### src/rtl/core/first_fit_fragment_allocator_core_defines.svh
// assertion macros shared by the allocator core modules
`ifndef FIRST_FIT_FRAGMENT_ALLOCATOR_CORE_DEFINES_SVH
`define FIRST_FIT_FRAGMENT_ALLOCATOR_CORE_DEFINES_SVH

`ifndef ASSERT_OFF

// property checked at every edge outside reset
`define FFA_ASSERT(lbl, prop) \
  lbl: assert property (@(posedge clk_i) disable iff (!rst_ni) (prop)) \
    else $error("ffa assertion failed");

// same-cycle implication checked outside reset
`define FFA_ASSERT_IMPL(lbl, ante, cons) \
  lbl: assert property (@(posedge clk_i) disable iff (!rst_ni) (ante) |-> (cons)) \
    else $error("ffa implication failed");

`else

`define FFA_ASSERT(lbl, prop)
`define FFA_ASSERT_IMPL(lbl, ante, cons)

`endif

`endif

### src/rtl/core/ffa_pkg.sv
// types and constants of the first-fit fragment allocator
`timescale 1ns / 1ps
`default_nettype none

package ffa_pkg;

  localparam int unsigned AddrW   = 32;
  localparam int unsigned SizeInW = 16;
  localparam int unsigned SizeW   = 17;

  // configuration register indexes
  localparam logic CfgBaseAddr  = 1'b0;
  localparam logic CfgRegionEnd = 1'b1;

  typedef enum logic [1:0] {
    REQ_ALLOC   = 2'd0,
    REQ_REALLOC = 2'd1,
    REQ_FREE    = 2'd2
  } req_e;

  typedef enum logic [1:0] {
    STAT_OK        = 2'd0,
    STAT_NO_SPACE  = 2'd1,
    STAT_FULL      = 2'd2,
    STAT_NOT_FOUND = 2'd3
  } status_e;

  // what the entry stage does with each table entry
  typedef enum logic [1:0] {
    MD_NONE   = 2'd0,
    MD_LOOKUP = 2'd1,
    MD_SEARCH = 2'd2,
    MD_FREE   = 2'd3
  } mode_e;

  // source of a new candidate address
  typedef enum logic [1:0] {
    LD_NONE    = 2'd0,
    LD_ADDR    = 2'd1,
    LD_HIT_END = 2'd2
  } load_e;

  typedef enum logic [2:0] {
    KIND_GRANT     = 3'd0,
    KIND_FREE      = 3'd1,
    KIND_NO_SPACE  = 3'd2,
    KIND_FULL      = 3'd3,
    KIND_NOT_FOUND = 3'd4
  } kind_e;

  typedef struct packed {
    logic  capture;
    logic  scan_start;
    mode_e mode;
    load_e load;
    logic  mem_write;
    logic  fin;
    kind_e kind;
  } cmd_t;

  typedef struct packed {
    req_e req_type;
    logic scan_busy;
    logic pass_done;
    logic hit_found;
    logic shrink;
    logic jumped;
    logic fit;
    logic slot_found;
    logic out_free;
  } stat_t;

endpackage

`default_nettype wire

### src/rtl/core/ffa_ctrl.sv
// request sequencer of the fragment allocator
`timescale 1ns / 1ps
`default_nettype none

`include "first_fit_fragment_allocator_core_defines.svh"

module ffa_ctrl (
  input  logic           clk_i,
  input  logic           rst_ni,
  input  logic           in_valid_i,
  input  logic [1:0]     req_type_i,
  output logic           in_ready_o,
  input  ffa_pkg::stat_t stat_i,
  output ffa_pkg::cmd_t  cmd_o
);
  import ffa_pkg::*;

  typedef enum logic [7:0] {
    ST_IDLE   = 8'b0000_0001,
    ST_LOOKUP = 8'b0000_0010,
    ST_RDEC   = 8'b0000_0100,
    ST_SEARCH = 8'b0000_1000,
    ST_CHECK  = 8'b0001_0000,
    ST_FREE   = 8'b0010_0000,
    ST_WRITE  = 8'b0100_0000,
    ST_DONE   = 8'b1000_0000
  } state_e;

  state_e state_q, state_d;
  kind_e  kind_q, kind_d;

  always_comb begin
    state_d    = state_q;
    kind_d     = kind_q;
    cmd_o      = '0;
    cmd_o.kind = kind_q;
    in_ready_o = 1'b0;
    case (state_q)
      ST_IDLE: begin
        in_ready_o = 1'b1;
        if (in_valid_i) begin
          cmd_o.capture = 1'b1;
          case (req_e'(req_type_i))
            REQ_ALLOC: begin
              cmd_o.scan_start = 1'b1;
              state_d          = ST_SEARCH;
            end
            REQ_REALLOC: begin
              cmd_o.scan_start = 1'b1;
              state_d          = ST_LOOKUP;
            end
            REQ_FREE: begin
              cmd_o.scan_start = 1'b1;
              state_d          = ST_FREE;
            end
            default: begin
              kind_d  = KIND_NOT_FOUND;
              state_d = ST_DONE;
            end
          endcase
        end
      end
      ST_LOOKUP: begin
        cmd_o.mode = MD_LOOKUP;
        if (stat_i.pass_done) begin
          state_d = ST_RDEC;
        end
      end
      ST_RDEC: begin
        if (!stat_i.hit_found) begin
          kind_d  = KIND_NOT_FOUND;
          state_d = ST_DONE;
        end else if (stat_i.shrink) begin
          // keeps its place, only the size changes
          cmd_o.load = LD_ADDR;
          kind_d     = KIND_GRANT;
          state_d    = ST_WRITE;
        end else begin
          cmd_o.load       = LD_HIT_END;
          cmd_o.scan_start = 1'b1;
          state_d          = ST_SEARCH;
        end
      end
      ST_SEARCH: begin
        cmd_o.mode = MD_SEARCH;
        if (stat_i.pass_done) begin
          state_d = ST_CHECK;
        end
      end
      ST_CHECK: begin
        if (stat_i.jumped && stat_i.fit) begin
          cmd_o.scan_start = 1'b1;
          state_d          = ST_SEARCH;
        end else if (stat_i.req_type == REQ_ALLOC && !stat_i.slot_found) begin
          kind_d  = KIND_FULL;
          state_d = ST_DONE;
        end else if (!stat_i.fit) begin
          kind_d  = KIND_NO_SPACE;
          state_d = ST_DONE;
        end else begin
          kind_d  = KIND_GRANT;
          state_d = ST_WRITE;
        end
      end
      ST_FREE: begin
        cmd_o.mode = MD_FREE;
        if (stat_i.pass_done) begin
          kind_d  = KIND_FREE;
          state_d = ST_DONE;
        end
      end
      ST_WRITE: begin
        cmd_o.mem_write = 1'b1;
        state_d         = ST_DONE;
      end
      ST_DONE: begin
        if (stat_i.out_free) begin
          cmd_o.fin = 1'b1;
          state_d   = ST_IDLE;
        end
      end
      default: begin
        state_d = ST_IDLE;
      end
    endcase
  end

  always_ff @(posedge clk_i or negedge rst_ni) begin
    if (!rst_ni) begin
      state_q <= ST_IDLE;
      kind_q  <= KIND_GRANT;
    end else begin
      state_q <= state_d;
      kind_q  <= kind_d;
    end
  end

  `FFA_ASSERT_IMPL(a_fin_slot_free, cmd_o.fin, stat_i.out_free)
  `FFA_ASSERT_IMPL(a_write_not_scanning, cmd_o.mem_write, !stat_i.scan_busy)
  `FFA_ASSERT_IMPL(a_start_not_scanning, cmd_o.scan_start, !stat_i.scan_busy)

endmodule

`default_nettype wire

### src/rtl/core/ffa_datapath.sv
// fragment table, scan pipeline, candidate address and result register
`timescale 1ns / 1ps
`default_nettype none

`include "first_fit_fragment_allocator_core_defines.svh"

module ffa_datapath #(
  parameter int unsigned TABLE_ENTRIES = 16
) (
  input  logic                          clk_i,
  input  logic                          rst_ni,
  input  logic                          cfg_we_i,
  input  logic                          cfg_idx_i,
  input  logic [ffa_pkg::AddrW-1:0]     cfg_data_i,
  input  logic [1:0]                    req_type_i,
  input  logic [ffa_pkg::AddrW-1:0]     address_i,
  input  logic [ffa_pkg::SizeInW-1:0]   size_bytes_i,
  input  logic                          out_ready_i,
  input  ffa_pkg::cmd_t                 cmd_i,
  output ffa_pkg::stat_t                stat_o,
  output logic                          out_valid_o,
  output logic [ffa_pkg::AddrW-1:0]     result_address_o,
  output logic [1:0]                    status_o,
  output logic [ffa_pkg::SizeW-1:0]     granted_size_o,
  output logic                          same_place_o
);
  import ffa_pkg::*;

  localparam int unsigned IdxW = $clog2(TABLE_ENTRIES);

  // fragment table
  logic [AddrW-1:0] mem_start [TABLE_ENTRIES];
  logic [SizeW-1:0] mem_size  [TABLE_ENTRIES];
  logic [AddrW-1:0] mem_end   [TABLE_ENTRIES];
  logic [TABLE_ENTRIES-1:0] valid_q;

  logic [AddrW-1:0] base_q, region_q;

  // captured request
  req_e             req_q;
  logic [AddrW-1:0] addr_q;
  logic [SizeW-1:0] size_q;
  logic [SizeW-1:0] size_rnd;

  // candidate span [a, an)
  logic [AddrW:0] a_q, an_q, a_d, an_d;
  logic           a_en;

  // scan pipeline
  logic            scan_act_q;
  logic [IdxW-1:0] rd_idx_q;
  logic            p_vld_q, p_last_q;
  logic [IdxW-1:0] p_idx_q;
  logic            rd_vld_q;
  logic [AddrW-1:0] rd_start_q, rd_end_q;
  logic [SizeW-1:0] rd_size_q;

  // per-request flags
  logic            jumped_q, slot_found_q, hit_found_q, any_q;
  logic [IdxW-1:0] slot_q, hit_idx_q;
  logic [SizeW-1:0] hit_size_q;
  logic [AddrW-1:0] hit_end_q;

  logic            overlap, addr_match;
  logic            ev_search, ev_lookup, ev_free;
  logic [IdxW-1:0] wr_idx;

  // result register
  logic             out_valid_q;
  logic [AddrW-1:0] res_addr_q;
  status_e          res_status_q;
  logic [SizeW-1:0] res_size_q;
  logic             res_same_q;

  always_ff @(posedge clk_i or negedge rst_ni) begin
    if (!rst_ni) begin
      base_q   <= '0;
      region_q <= '1;
    end else if (cfg_we_i) begin
      if (cfg_idx_i == CfgBaseAddr) begin
        base_q <= cfg_data_i;
      end
      if (cfg_idx_i == CfgRegionEnd) begin
        region_q <= cfg_data_i;
      end
    end
  end

  // round up to a whole word
  always_comb begin
    size_rnd = {1'b0, size_bytes_i} + SizeW'(3);
    size_rnd = {size_rnd[SizeW-1:2], 2'b00};
  end

  always_ff @(posedge clk_i) begin
    if (cmd_i.capture) begin
      req_q  <= req_e'(req_type_i);
      addr_q <= address_i;
      size_q <= size_rnd;
    end
  end

  assign addr_match = rd_vld_q && (rd_start_q == addr_q);
  // ends of recorded fragments are always word aligned, so the end is the next candidate
  assign overlap    = rd_vld_q && ({1'b0, rd_start_q} < an_q) && ({1'b0, rd_end_q} > a_q);
  assign ev_search  = p_vld_q && (cmd_i.mode == MD_SEARCH);
  assign ev_lookup  = p_vld_q && (cmd_i.mode == MD_LOOKUP);
  assign ev_free    = p_vld_q && (cmd_i.mode == MD_FREE);

  // one adder serves every way the candidate moves
  always_comb begin
    a_en = 1'b1;
    a_d  = a_q;
    if (cmd_i.capture) begin
      a_d = {1'b0, base_q[AddrW-1:2], 2'b00};
    end else if (cmd_i.load == LD_ADDR) begin
      a_d = {1'b0, addr_q};
    end else if (cmd_i.load == LD_HIT_END) begin
      a_d = {1'b0, hit_end_q};
    end else if (ev_search && overlap) begin
      a_d = {1'b0, rd_end_q};
    end else begin
      a_en = 1'b0;
    end
    an_d = a_d + (AddrW+1)'(cmd_i.capture ? size_rnd : size_q);
  end

  always_ff @(posedge clk_i) begin
    if (a_en) begin
      a_q  <= a_d;
      an_q <= an_d;
    end
  end

  assign wr_idx = (req_q == REQ_ALLOC) ? slot_q : hit_idx_q;

  // table memory: one write port, one registered read port
  always_ff @(posedge clk_i) begin
    if (cmd_i.mem_write) begin
      mem_start[wr_idx] <= a_q[AddrW-1:0];
      mem_size[wr_idx]  <= size_q;
      mem_end[wr_idx]   <= an_q[AddrW-1:0];
    end
    rd_start_q <= mem_start[rd_idx_q];
    rd_size_q  <= mem_size[rd_idx_q];
    rd_end_q   <= mem_end[rd_idx_q];
    p_idx_q    <= rd_idx_q;
  end

  always_ff @(posedge clk_i or negedge rst_ni) begin
    if (!rst_ni) begin
      scan_act_q <= 1'b0;
      rd_idx_q   <= '0;
      p_vld_q    <= 1'b0;
      p_last_q   <= 1'b0;
      rd_vld_q   <= 1'b0;
    end else begin
      rd_vld_q <= valid_q[rd_idx_q];
      p_vld_q  <= scan_act_q;
      p_last_q <= (rd_idx_q == IdxW'(TABLE_ENTRIES - 1));
      if (cmd_i.scan_start) begin
        scan_act_q <= 1'b1;
        rd_idx_q   <= '0;
      end else if (scan_act_q) begin
        if (rd_idx_q == IdxW'(TABLE_ENTRIES - 1)) begin
          scan_act_q <= 1'b0;
        end
        rd_idx_q <= rd_idx_q + 1'b1;
      end
    end
  end

  always_ff @(posedge clk_i or negedge rst_ni) begin
    if (!rst_ni) begin
      valid_q      <= '0;
      jumped_q     <= 1'b0;
      slot_found_q <= 1'b0;
      hit_found_q  <= 1'b0;
      any_q        <= 1'b0;
      slot_q       <= '0;
      hit_idx_q    <= '0;
      hit_size_q   <= '0;
      hit_end_q    <= '0;
    end else begin
      if (cmd_i.capture) begin
        slot_found_q <= 1'b0;
        hit_found_q  <= 1'b0;
        any_q        <= 1'b0;
      end
      if (cmd_i.scan_start) begin
        jumped_q <= 1'b0;
      end else if (ev_search && overlap) begin
        jumped_q <= 1'b1;
      end
      if (ev_search && !rd_vld_q && !slot_found_q) begin
        slot_found_q <= 1'b1;
        slot_q       <= p_idx_q;
      end
      if (ev_lookup && addr_match && !hit_found_q) begin
        hit_found_q <= 1'b1;
        hit_idx_q   <= p_idx_q;
        hit_size_q  <= rd_size_q;
        hit_end_q   <= rd_end_q;
      end
      if (ev_free && addr_match) begin
        valid_q[p_idx_q] <= 1'b0;
        any_q            <= 1'b1;
      end
      if (cmd_i.mem_write && req_q == REQ_ALLOC) begin
        valid_q[slot_q] <= 1'b1;
      end
    end
  end

  always_ff @(posedge clk_i or negedge rst_ni) begin
    if (!rst_ni) begin
      out_valid_q <= 1'b0;
    end else if (cmd_i.fin) begin
      out_valid_q <= 1'b1;
    end else if (out_ready_i) begin
      out_valid_q <= 1'b0;
    end
  end

  always_ff @(posedge clk_i) begin
    if (cmd_i.fin) begin
      res_addr_q   <= '0;
      res_size_q   <= '0;
      res_same_q   <= 1'b0;
      res_status_q <= STAT_OK;
      case (cmd_i.kind)
        KIND_GRANT: begin
          res_addr_q <= a_q[AddrW-1:0];
          res_size_q <= size_q;
          res_same_q <= (req_q == REQ_REALLOC) && (a_q == {1'b0, addr_q});
        end
        KIND_FREE: begin
          if (any_q) begin
            res_addr_q <= addr_q;
          end else begin
            res_status_q <= STAT_NOT_FOUND;
          end
        end
        KIND_NO_SPACE: res_status_q <= STAT_NO_SPACE;
        KIND_FULL:     res_status_q <= STAT_FULL;
        default:       res_status_q <= STAT_NOT_FOUND;
      endcase
    end
  end

  always_comb begin
    stat_o            = '0;
    stat_o.req_type   = req_q;
    stat_o.scan_busy  = scan_act_q || p_vld_q;
    stat_o.pass_done  = p_vld_q && p_last_q;
    stat_o.hit_found  = hit_found_q;
    stat_o.shrink     = hit_size_q >= size_q;
    stat_o.jumped     = jumped_q;
    stat_o.fit        = an_q <= {1'b0, region_q};
    stat_o.slot_found = slot_found_q;
    stat_o.out_free   = !out_valid_q || out_ready_i;
  end

  assign out_valid_o      = out_valid_q;
  assign result_address_o = res_addr_q;
  assign status_o         = res_status_q;
  assign granted_size_o   = res_size_q;
  assign same_place_o     = res_same_q;

  `FFA_ASSERT_IMPL(a_write_span, cmd_i.mem_write, an_q == (a_q + (AddrW+1)'(size_q)))
  `FFA_ASSERT_IMPL(a_alloc_has_slot, cmd_i.mem_write && req_q == REQ_ALLOC, slot_found_q)
  `FFA_ASSERT(a_search_monotonic, ev_search |=> (a_q >= $past(a_q)))

endmodule

`default_nettype wire

### src/rtl/core/first_fit_fragment_allocator_core.sv
// top level of the first-fit fragment allocator
// usage:
//   request channel in_valid_i/in_ready_o carries req_type_i, address_i and
//   size_bytes_i; one transfer is one alloc, realloc or free request
//   result channel out_valid_o/out_ready_i carries one result per request
//   base address and region end are written through cfg_we_i/cfg_idx_i/cfg_data_i
//   while no request is in flight
// timing:
//   a table pass reads one entry per cycle from the single table read port;
//   alloc needs one pass plus one more for every restart after the candidate
//   jumps past a fragment (at most TABLE_ENTRIES + 1 passes); realloc adds one
//   lookup pass, free is a single pass
//   requests are served one at a time in order
// reset: table empty, base address 0, region end all ones
// stall: a finished result waits in the output register; the next request is
//   taken meanwhile and holds in its final step until the result is moved out
`timescale 1ns / 1ps
`default_nettype none

module first_fit_fragment_allocator_core #(
  parameter int unsigned TABLE_ENTRIES = 16
) (
  input  logic                        clk_i,
  input  logic                        rst_ni,
  // configuration writes
  input  logic                        cfg_we_i,
  input  logic                        cfg_idx_i,
  input  logic [ffa_pkg::AddrW-1:0]   cfg_data_i,
  // request channel
  input  logic                        in_valid_i,
  output logic                        in_ready_o,
  input  logic [1:0]                  req_type_i,
  input  logic [ffa_pkg::AddrW-1:0]   address_i,
  input  logic [ffa_pkg::SizeInW-1:0] size_bytes_i,
  // result channel
  output logic                        out_valid_o,
  input  logic                        out_ready_i,
  output logic [ffa_pkg::AddrW-1:0]   result_address_o,
  output logic [1:0]                  status_o,
  output logic [ffa_pkg::SizeW-1:0]   granted_size_o,
  output logic                        same_place_o
);
  import ffa_pkg::*;

  // command and status between the sequencer and the datapath
  cmd_t  cmd;
  stat_t stat;

  // sequencer: accepts a transfer, steps lookup / search / free passes,
  // decides the outcome and posts the result
  ffa_ctrl u_ctrl (
    .clk_i      (clk_i),
    .rst_ni     (rst_ni),
    .in_valid_i (in_valid_i),
    .req_type_i (req_type_i),
    .in_ready_o (in_ready_o),
    .stat_i     (stat),
    .cmd_o      (cmd)
  );

  // datapath: fragment table memory, valid bits, candidate span,
  // scan pipeline and result register
  ffa_datapath #(
    .TABLE_ENTRIES (TABLE_ENTRIES)
  ) u_datapath (
    .clk_i            (clk_i),
    .rst_ni           (rst_ni),
    .cfg_we_i         (cfg_we_i),
    .cfg_idx_i        (cfg_idx_i),
    .cfg_data_i       (cfg_data_i),
    .req_type_i       (req_type_i),
    .address_i        (address_i),
    .size_bytes_i     (size_bytes_i),
    .out_ready_i      (out_ready_i),
    .cmd_i            (cmd),
    .stat_o           (stat),
    .out_valid_o      (out_valid_o),
    .result_address_o (result_address_o),
    .status_o         (status_o),
    .granted_size_o   (granted_size_o),
    .same_place_o     (same_place_o)
  );

endmodule

`default_nettype wire

### config.mk
export PLATFORM = sky130hd
export DESIGN_NAME = first_fit_fragment_allocator_core
export DESIGN_NICKNAME = d
export VERILOG_FILES = /design/src/rtl/core/ffa_pkg.sv /design/src/rtl/core/ffa_ctrl.sv /design/src/rtl/core/ffa_datapath.sv /design/src/rtl/core/first_fit_fragment_allocator_core.sv
export VERILOG_INCLUDE_DIRS = /design/src /design/src/rtl/core
export SDC_FILE = /design/constraint.sdc
export NUM_CORES = 2
export LEC_CHECK = 0
export BUFFER_PORTS_ARGS = -buffer_cell sky130_fd_sc_hd__buf_4
export CORE_UTILIZATION = 60
export CTS_BUF_LIST = sky130_fd_sc_hd__clkbuf_8
export DETAILED_ROUTE_END_ITERATION = 12
export GPL_TIMING_DRIVEN = 0
export PLACE_DENSITY = 0.8
export SYNTH_ARGS = -nofsm -noshare
export SYNTH_HDL_FRONTEND = slang
export SYNTH_SLANG_ARGS = --single-unit
### constraint.sdc
create_clock -name clk_i -period 11.23 [get_ports clk_i]
set_input_delay 2.246 -clock clk_i [delete_from_list [all_inputs] [get_ports clk_i]]
set_output_delay 2.246 -clock clk_i [all_outputs]
set_load 0.02 [all_outputs]
==> impl_metrics.xml <==
<?xml version="1.0" encoding="UTF-8"?>
<metrics>
  <group name="run_status">
    <metric name="run_status" unit="">finished with violations</metric>
    <metric name="failed_checks" unit="">max-capacitance violations, max-slew violations</metric>
  </group>
  <group name="yosys">
    <metric name="synth_largest_area_cell" unit="">edfxtp_1</metric>
    <metric name="asyncSetResetFlopFracSynth" unit="">0.0961</metric>
    <metric name="synth_seq_cells" unit="">1633</metric>
    <metric name="syn_avg_cell_area" unit="µm²">19.2</metric>
    <metric name="synth.most_common_cell" unit="">edfxtp_1</metric>
    <metric name="yosysWarningCount" unit="">0</metric>
    <metric name="synth_top_flop_cell" unit="">edfxtp_1</metric>
    <metric name="synth-edff-count" unit="">1395</metric>
    <metric name="post_synth_main_area_contributors" unit="">edfxtp_1 64%, mux4_2 13%, dfrtp_1 4.7%</metric>
    <metric name="yosys.area.top_type_share" unit="">0.638</metric>
    <metric name="post_synth_instance_area" unit="µm²">65700</metric>
    <metric name="post_synth_inst_count" unit="">3425</metric>
    <metric name="post_synth_most_frequent_cells" unit="">1395 x edfxtp_1, 390 x mux4_2, 131 x inv_1</metric>
    <metric name="synth.lib_cells_used.distinct" unit="">91</metric>
    <metric name="synth.yosys.seq_area_share" unit="">0.723</metric>
  </group>
  <group name="sta">
    <metric name="setup_ws" unit="ns">2.50</metric>
    <metric name="worst_clk_skew" unit="ns">0.0579</metric>
    <metric name="finalSetupTns" unit="ns">0</metric>
    <metric name="slew_headroom" unit="">-0.0294</metric>
    <metric name="finalCritPeriodShare" unit="">0.778</metric>
    <metric name="rsz_0062_raised_after_global_routing" unit="">false</metric>
    <metric name="clock.fmax" unit="MHz">115</metric>
    <metric name="final-hold-violation-count" unit="">0</metric>
    <metric name="period_minus_slack" unit="ns">8.73</metric>
    <metric name="worst_slew_pin_slew" unit="ns">1.54</metric>
    <metric name="finalSetupViolCount" unit="">0</metric>
    <metric name="slew_viol_final" unit="">10</metric>
  </group>
  <group name="drt">
    <metric name="routed_via_density" unit="">6.60</metric>
    <metric name="vias" unit="">36400</metric>
    <metric name="drt-pass1-iter-count" unit="">8</metric>
    <metric name="totalWireLength" unit="mm">177</metric>
    <metric name="drtIter0Drc" unit="">5171</metric>
    <metric name="avgRoutedWirePerCell" unit="µm">32.1</metric>
    <metric name="detail_route.drc_violations" unit="">0</metric>
    <metric name="detail-route-antenna-nets" unit="">0</metric>
  </group>
  <group name="clock_tree">
    <metric name="clk_root_buffer_cell" unit="">clkbuf_8</metric>
    <metric name="clock-sinks" unit="">1633</metric>
    <metric name="clkLatencyLatePin" unit="ns">0.95</metric>
    <metric name="worst_setup_hold_path_clk_slew" unit="ns">0.06</metric>
    <metric name="cts_htree_levels" unit="">5</metric>
    <metric name="cts_tree" unit="">yes</metric>
    <metric name="cts.hold.buffers_added" unit="">0</metric>
    <metric name="cts_inserted_buffers" unit="">276</metric>
    <metric name="cts_setup_buffers" unit="">0</metric>
    <metric name="cts-root-to-sink-buffers" unit="">4</metric>
    <metric name="quantity_of_gates_resized_following_cts" unit="">0</metric>
  </group>
  <group name="place">
    <metric name="hpwl" unit="mm">120</metric>
    <metric name="buffer_ports.inserted" unit="">139</metric>
    <metric name="dp_slack" unit="ns">2.70</metric>
    <metric name="gpl.final_weighted_congestion" unit="">0.972</metric>
  </group>
  <group name="finish">
    <metric name="synthToLayoutAreaGrowth" unit="%">13.9</metric>
    <metric name="drive_above_1_share" unit="">0.283</metric>
    <metric name="final_nets" unit="">4115</metric>
  </group>
  <group name="floorplanning">
    <metric name="ioPinCount" unit="">142</metric>
    <metric name="die_width" unit="µm">333</metric>
    <metric name="start_util" unit="">0.604</metric>
    <metric name="design.core.area" unit="µm²">109000</metric>
    <metric name="die_height" unit="µm">333</metric>
    <metric name="dieArea" unit="µm²">111000</metric>
    <metric name="core.rowCount" unit="">121</metric>
  </group>
  <group name="setup_path">
    <metric name="critical_path.startpoint_type" unit="">flop</metric>
    <metric name="nature_of_the_critical_path_endpoint" unit="">flop</metric>
    <metric name="worst-setup-path-type" unit="">flop to flop</metric>
    <metric name="cp_data_arrival_time" unit="ns">9.40</metric>
    <metric name="critical_path.max_fanout" unit="">19</metric>
    <metric name="crit_required" unit="ns">11.90</metric>
  </group>
  <group name="global_routing">
    <metric name="global_route.usage.total" unit="">0.325</metric>
    <metric name="grt_max_degree" unit="">90</metric>
    <metric name="first_global_vias" unit="">37000</metric>
    <metric name="grt_first_pass_wirelength" unit="mm">253</metric>
    <metric name="grt_remaining_overflow" unit="">0</metric>
    <metric name="antenna_found_initial" unit="">9</metric>
  </group>
  <group name="min_path">
    <metric name="hp-class" unit="">flop to flop</metric>
  </group>
  <group name="job">
    <metric name="drv_cap" unit="">1</metric>
  </group>
  <group name="power">
    <metric name="max_rail_drop_vdd" unit="µV">161</metric>
    <metric name="static-leakage-power" unit="nW">26.0</metric>
    <metric name="power_density" unit="nW/µm²">265</metric>
  </group>
</metrics>
where the power goes:
group	internal, W	switching (W)
Combinational	0.00252	0.00328
Clock	0.00252	0.00231
Sequential	0.00793	0.00130
flip-flops by register name, indices dropped and copies added, names as in the netlist, 16 cells and up:
| signal | count |
|---|---|
| u_datapath.hit_end_q | 32 |
| u_datapath.base_q | 30 |
| u_datapath.addr_q | 32 |
| u_datapath.mem_end | 512 |
| u_datapath.rd_end_q | 32 |
| u_datapath.valid_q | 16 |
| u_datapath.an_q | 33 |
| u_datapath.a_q | 31 |
| u_datapath.mem_size | 240 |
| u_datapath.region_q | 32 |
| u_datapath.result_address_o | 32 |
| u_datapath.mem_start | 480 |
| u_datapath.rd_start_q | 30 |
layout by cell type (no fill, tap or decap), types with 9 or more instances in the layout:
| cell | count |
|---|---|
| ha_1 | 125 |
| dfrtp_1 | 124 |
| buf_12 | 50 |
| dfstp_2 | 33 |
| a21o_1 | 24 |
| nor2_4 | 16 |
| inv_1 | 215 |
| clkbuf_8 | 304 |
| clkinv_2 | 36 |
| dfxtp_1 | 81 |
| mux2_2 | 118 |
| buf_1 | 37 |
| a21oi_1 | 90 |
| and3_1 | 9 |
| nand4_1 | 35 |
| buf_4 | 140 |
| mux4_2 | 390 |
| diode_2 | 9 |
| nand2b_1 | 10 |
| nor4_1 | 10 |
| a31oi_1 | 15 |
| o211ai_1 | 16 |
| clkinv_1 | 39 |
| nand2_1 | 107 |
| nor2_1 | 102 |
| xor2_1 | 34 |
| nand3_1 | 21 |
| xnor2_1 | 75 |
| a22o_1 | 34 |
| a211oi_1 | 15 |
| edfxtp_1 | 1395 |
| and2_1 | 19 |
| clkbuf_1 | 91 |
| nor3_1 | 25 |
| o21ai_0 | 97 |
per-layer routing:
layer	global-route usage	wire [µm]	vias to the layer above
met5	0	13	-
li1	-	-	14800
met4	0.185	10100	2
met1	0.422	63100	18700
met2	0.509	84700	2404
met3	0.0738	19000	529
area by class of cell:
cell class | count | area [µm²]
plain buffers | 141 | 559
clock buffers | 304 | 4180
multi-input cells | 1517 | 17300
inverters | 135 | 507
clock inverters | 168 | 762
well taps | 1414 | 1770
fillers | 6654 | 33900
flip-flops and latches | 1633 | 47500
repair buffers | 197 | 2260
diodes | 9 | 22.5
final timing paths:
check | from | to | slack, ns | cells past startpoint
worst max register to register | u_datapath.a_q[4]$_DFFE_PP_ | u_datapath.an_q[29]$_DFFE_PP_ | 2.50 | 27
worst min-delay path | u_datapath.rd_idx_q[2]$_DFFE_PN0P_ | u_datapath.p_idx_q[2]$_DFF_P_ | 0.37 | 0
min in group asynchronous | rst_ni | u_datapath.base_q[17]$_DFFE_PN0P_ | 1.30 | 1
max in group asynchronous | rst_ni | u_datapath.rd_vld_q$_DFF_PN0_ | 8.99 | 2
worst min register to register | u_datapath.rd_idx_q[2]$_DFFE_PN0P_ | u_datapath.p_idx_q[2]$_DFF_P_ | 0.37 | 0
worst max-delay path | u_datapath.a_q[4]$_DFFE_PP_ | u_datapath.an_q[29]$_DFFE_PP_ | 2.50 | 27
stage by stage:
stage	util	hold WS, ns	power (W)	std cells	instance area (µm²)
after global routing	0.688	0.375	0.0206	5510	74800
after global placement	0.630	0.348	0.0148	4979	68500
after detailed placement	0.643	0.352	0.0150	5037	69900
final	0.689	0.370	0.0199	5518	74900
after floorplan	-	0.345	0.0126	3426	65700
after CTS	0.688	0.368	0.0198	5509	74800
critical path, stage by stage (launching register included):
cell and delay (ns):
edfxtp_1 0.99, inv_1 0.15, ha_1 0.35, a21oi_1 0.16, o21ai_1 0.10, a2111oi_0 0.95
nor2_1 0.18, nor3_2 0.86, nor2_8 0.13, buf_2 0.26, buf_1 0.30, nor2_1 0.16
a21oi_1 0.05, o211ai_1 0.16, o21ai_0 0.16, a21oi_1 0.30, ha_1 0.25, a21o_1 0.13
a21oi_1 0.09, o21bai_1 0.15, a21oi_1 0.12, o21ai_0 0.47, nand4_1 0.21, a31o_2 0.27
o21ai_0 0.86, nand3_2 0.26, nor3_1 0.26, xnor2_1 0.09
logic make-up (layout without fill, tap and decap cells):
| group | Yosys count | count (layout) | share of synthesized area |
|---|---|---|---|
| compound gates | 355 | 355 | 0.0354 |
| xor+xnor | 109 | 109 | 0.0145 |
| mux | 512 | 512 | 0.155 |
| fa+ha+maj | 126 | 126 | 0.0241 |
| buf+inv | 276 | 945 | 0.0161 |
| simple gates | 413 | 413 | 0.0326 |
| other cells | 1 | 11 | 0.0000571 |
| flops | 1633 | 1633 | 0.723 |
No activity file was read; power rests on OpenSTA's default activity.
